==> src/sv/pnas_pkg.sv <==
package pnas_pkg;

    localparam int MAX_ATOMS_DEF  = 256;
    localparam int COORD_BITS_DEF = 20;
    localparam int CFG_BITS       = 60;
    localparam int CFG_IDX_BITS   = 2;
    localparam int DSQ_BITS       = 45;
    localparam int DIST_BITS      = 23;
    localparam int IDX_BITS       = 8;
    localparam int CNT_BITS       = 9;
    localparam int IMAGES         = 27;

    localparam logic [CFG_IDX_BITS-1:0] REG_LATTICE_A  = 2'd0;
    localparam logic [CFG_IDX_BITS-1:0] REG_LATTICE_B  = 2'd1;
    localparam logic [CFG_IDX_BITS-1:0] REG_LATTICE_C  = 2'd2;
    localparam logic [CFG_IDX_BITS-1:0] REG_ATOM_COUNT = 2'd3;

    localparam logic CMD_LOAD  = 1'b0;
    localparam logic CMD_QUERY = 1'b1;

    typedef enum logic [2:0] {
        ST_IDLE,
        ST_IMAGE,
        ST_SCAN,
        ST_SQRT,
        ST_OUT
    } state_t;

endpackage

==> src/sv/pnas_sqrt.sv <==
module pnas_sqrt import pnas_pkg::*; (
    input  logic                 aclk,
    input  logic                 aresetn,
    input  logic                 start,
    input  logic [DSQ_BITS-1:0]  value,
    output logic                 done,
    output logic [DIST_BITS-1:0] root
);

    localparam int STEPS = DIST_BITS;
    localparam int RW    = DSQ_BITS + 3;

    logic [RW-1:0]            rem_reg, rem_next;
    logic [DIST_BITS-1:0]     root_reg, root_next;
    logic [2*DIST_BITS-1:0]   src_reg, src_next;
    logic [4:0]               cnt_reg, cnt_next;
    logic                     busy_reg, busy_next;
    logic [RW-1:0]            trial;
    logic [RW-1:0]            shifted;

    always_comb begin
        shifted   = {rem_reg[RW-3:0], src_reg[2*DIST_BITS-1 -: 2]};
        trial     = {{(RW-DIST_BITS-2){1'b0}}, root_reg, 2'b01};
        rem_next  = rem_reg;
        root_next = root_reg;
        src_next  = src_reg;
        cnt_next  = cnt_reg;
        busy_next = busy_reg;
        if (start) begin
            rem_next  = '0;
            root_next = '0;
            src_next  = {1'b0, value};
            cnt_next  = '0;
            busy_next = 1'b1;
        end else if (busy_reg) begin
            src_next = {src_reg[2*DIST_BITS-3:0], 2'b00};
            if (shifted >= trial) begin
                rem_next  = shifted - trial;
                root_next = {root_reg[DIST_BITS-2:0], 1'b1};
            end else begin
                rem_next  = shifted;
                root_next = {root_reg[DIST_BITS-2:0], 1'b0};
            end
            cnt_next = cnt_reg + 5'd1;
            if (cnt_reg == 5'(STEPS - 1)) begin
                busy_next = 1'b0;
            end
        end
    end

    always_ff @(posedge aclk) begin
        if (!aresetn) begin
            busy_reg <= 1'b0;
            cnt_reg  <= '0;
        end else begin
            busy_reg <= busy_next;
            cnt_reg  <= cnt_next;
        end
        rem_reg  <= rem_next;
        root_reg <= root_next;
        src_reg  <= src_next;
    end

    assign done = busy_reg && (cnt_reg == 5'(STEPS - 1));
    assign root = root_next;

endmodule

==> config.mk <==
export PLATFORM = sky130hd
export DESIGN_NAME = pnas_sqrt
export DESIGN_NICKNAME = d
export VERILOG_FILES = /design/src/sv/pnas_pkg.sv /design/src/sv/pnas_sqrt.sv
export SDC_FILE = /design/constraint.sdc
export NUM_CORES = 1
export LEC_CHECK = 0
export ABC_AREA = 1
export BUFFER_PORTS_ARGS = -buffer_cell sky130_fd_sc_hd__buf_2
export CAP_MARGIN = 20
export CORE_MARGIN = 1.5
export CORE_UTILIZATION = 45
export DETAILED_ROUTE_END_ITERATION = 8
export PLACE_DENSITY = 0.61
export SLEW_MARGIN = 20
export SYNTH_ARGS = -nofsm -noshare
export SYNTH_HDL_FRONTEND = slang
export SYNTH_SLANG_ARGS = --single-unit
==> constraint.sdc <==
create_clock -name aclk -period 3.3 [get_ports aclk]
set_clock_uncertainty 0.15 [all_clocks]
set_input_delay 0.33 -clock aclk [delete_from_list [all_inputs] [get_ports aclk]]
set_output_delay 0.33 -clock aclk [all_outputs]
set_load 0.05 [all_outputs]
==> flow_summary.json <==
{
  "status": "completed",
  "min_period_over_period_pct": 95.6,
  "cp.required_ns": 2.82,
  "reg2reg_to": "rem_reg[37]$_SDFFE_PP0P_",
  "drive_above_1_share_pct": 10.2,
  "place_area_um2": 8400,
  "hold_viol_final": 0,
  "finalSetupViolCount": 0,
  "die_w_um": 135,
  "drt_iter0_drc": 699,
  "grt_pass1_wl_um": 36400,
  "p_sw_mw": 4.42,
  "synth_area_um2": 7840,
  "grt_pass1_vias": 7244,
  "io_buffers": 71,
  "crit_family": "simple AND/OR/NAND/NOR gates",
  "min_period_ns": 3.15,
  "route.detailed.drc": 0,
  "fillers": 1800,
  "die_area_um2": 18200,
  "synth.area.mux_share_pct": 0,
  "grt-ovfl-total": 0,
  "first_pass_iters": 5,
  "yosys_warnings": 0,
  "synth_compound_area_share_pct": 4.52,
  "min_path_type": "in -> reg",
  "reg2reg_from": "root_reg[6]$_DFF_P_",
  "worst_pin_slew_ns": 0.821,
  "power.clock.fraction_pct": 22.2,
  "ios": 72,
  "syn_inst": 1249,
  "cpMostUsedCell": "nand2_1",
  "combPwrFrac_pct": 56.7,
  "antenna_found_initial": 0,
  "peakVddDrop_mv": 0.703,
  "tritoncts": "built",
  "gp_congestion": 0.936,
  "intPower_mw": 4.63,
  "r2r_setup_slack_ns": 0.59,
  "viasPerCell": 4.98,
  "coreArea_um2": 17200,
  "post_synth_and_or_nand_nor_area_fraction_pct": 41.1,
  "nets": 1392,
  "ys_seq_elements": 121,
  "diodes": 0,
  "grt_usage_pct": 25.5,
  "setup_tns_ns": 0,
  "vias": 7747,
  "dpl.hpwl_um": 16500,
  "synth_most_common_cell": "nand2_1",
  "wire_per_inst_um": 14.3,
  "start_kind": "flip-flop",
  "start_util_pct": 45.6,
  "htreeDepth": 4,
  "final_cell_area_um2": 9050,
  "clkTransAtPathRegs_ns": 0.05,
  "cts_sinks": 121,
  "mappedNetlistNets": 1324,
  "cp_cell_sequence": "inv_1, ha_1, nand2_1, inv_1, nand2_1, nand2_1, a21oi_2, nor2_1, nor2_2, nand3_4, nand2_1, o21ai_2, buf_4",
  "worstHoldStart": "aresetn",
  "synthToLayoutAreaGrowth_pct": 15.4,
  "worstSetupEndpointType": "primary output",
  "clockBufferDepth": 2,
  "synth_top_area_cell": "nand2_1",
  "grt_max_degree": 51,
  "synthAdderAreaFrac_pct": 4.31,
  "maxCapViolCount": 0,
  "drv_slew": 0,
  "regArea_um2": 2870,
  "drt-total-wl_um": 22200,
  "hold_path_depth": 3,
  "timing.critical_path.buf_inv": 3,
  "finish.utilization_pct": 52.7,
  "synthXorXnorAreaFrac_pct": 1.68,
  "ys_types": 33,
  "powerDensity_nw_per_um2": 1000,
  "synthTopCellsByCount": "nand2_1, inv_1, nor2_1, nand3_1, dfxtp_1",
  "swShare_pct": 48.8,
  "cpPeakStageDelay_ns": 0.35,
  "path_class": "reg -> out",
  "antenna_left": 0,
  "async_reset_ff_share_pct": 0,
  "cpMaxStageDelayCell": "ha_1",
  "synth_top_flop_cell": "dfxtp_1",
  "worstPathArrival_ns": 2.67,
  "rsz0062_at_grt": "no",
  "p_seq_share_pct": 21.1,
  "p_leak_nw": 4.92,
  "die_h_um": 135,
  "clk_latency_ns": 0.42,
  "numCtsBuffers": 17,
  "relSlewSlack_pct": 45.2,
  "avgSynthCellArea_um2": 6.28,
  "clock.fmax_mhz": 317,
  "root_buffer": "clkbuf_16",
  "synth_area_leaders": "nand2_1, dfxtp_1, edfxtp_1, inv_1, nand3_1",
  "ys_seq_area_share_pct": 36.6,
  "multi_input_area_um2": 4070,
  "synth_top_family_by_area": "simple AND/OR/NAND/NOR gates",
  "synth-edff-count": 45,
  "yosysTopAreaCellShare_pct": 26.6,
  "hold_end": "busy_reg$_SDFF_PN0_",
  "rr_worst_depth": 12,
  "row_count": 48,
  "worstPathMaxFanout": 5
}
[kinds of logic after synthesis]
group,count (synthesis)
xor gates and xnor gates,15
adders and majority gates,27
AOI/OAI and AO/OA,59
and+or+nand+nor,793
buffers and inverters,234
DFF,121
[timing repair]
item,CTS,global route
hold buffers,0,0
gates resized for setup,0,8
pin swaps,1,0
setup endpoints to repair,1,1
setup buffers,1,0
[through the flow]
stage | instances | setup slack, ns | power (mW) | hold slack (ns)
floorplan | 1249 | 0.467 | 5.63 | 0.272
CTS | 1555 | 0.0642 | 8.97 | 0.00217
finish | 1555 | 0.146 | 9.04 | 0.0188
global route | 1555 | 0.0386 | 9.78 | 0.0192
global placement | 1522 | 0.339 | 6.86 | 0.280
detailed placement | 1522 | 0.351 | 6.88 | 0.294
[how the worst max path moves through the flow]
stage                                     from  endpoint  slack [ns]  cells after the start
after floorplan            busy_reg$_SDFF_PN0_  root[10]        0.47                      5
after global placement    root_reg[22]$_DFF_P_   root[0]        0.34                     13
after detailed placement  root_reg[17]$_DFF_P_   root[0]        0.35                     13
after CTS                 root_reg[21]$_DFF_P_   root[0]        0.06                     11
after global routing      root_reg[17]$_DFF_P_   root[0]        0.04                     13
final                     root_reg[17]$_DFF_P_   root[0]        0.15                     13
[cells in the final DEF, fill, tap and decap left out, types with 3 or more instances in the layout]
cell type / n
inv_1: 191
xnor2_1: 9
nand2_1: 555
nand4_1: 30
o21ai_0: 10
nand3_1: 91
ha_1: 27
o22ai_1: 22
dfxtp_1: 76
clkbuf_1: 3
bufinv_16: 4
buf_4: 13
buf_2: 70
edfxtp_1: 45
clkbuf_16: 17
nor2_1: 93
o21bai_1: 4
a21oi_1: 16
xor2_1: 6
inv_2: 8
nor2_2: 7
nor3_1: 8
[worst register-to-register path: cells and delay by family (launching register included)]
kind,cells,cell delay (ns)
flip-flops,1,0.31
adder cells (fa/ha/maj),1,0.39
AND/OR/NAND/NOR,9,1.15
AO/OA/AOI/OAI,1,0.56
buffers and inverters,1,0.11
[metal layers]
layer	vias to the layer above	wire length, um	track usage, %
li1	4004	-	-
met1	3493	10600	33.8
met2	221	9930	41.5
met3	29	1320	5.56
met4	0	439	8.06
met5	-	0	0
[power by group through the flow]
stage | logic (mW) | clock network [mW] | registers [mW]
floorplan | 3.74 | 0 | 1.89
global placement | 4.93 | 0 | 1.93
detailed placement | 4.94 | 0 | 1.94
CTS | 5.02 | 2.04 | 1.91
global route | 5.75 | 2.09 | 1.93
finish | 5.13 | 2.01 | 1.91
[layout make-up]
type	count	share of cell area, %
tap	225	3.11
sequential	121	31.8
multi-input combinational	894	45.0
clock buffer	21	4.98
clock inverter	11	1.88
timing repair buffer	83	4.95
inverter	200	8.30
No activity file was read; power rests on OpenSTA's default activity.
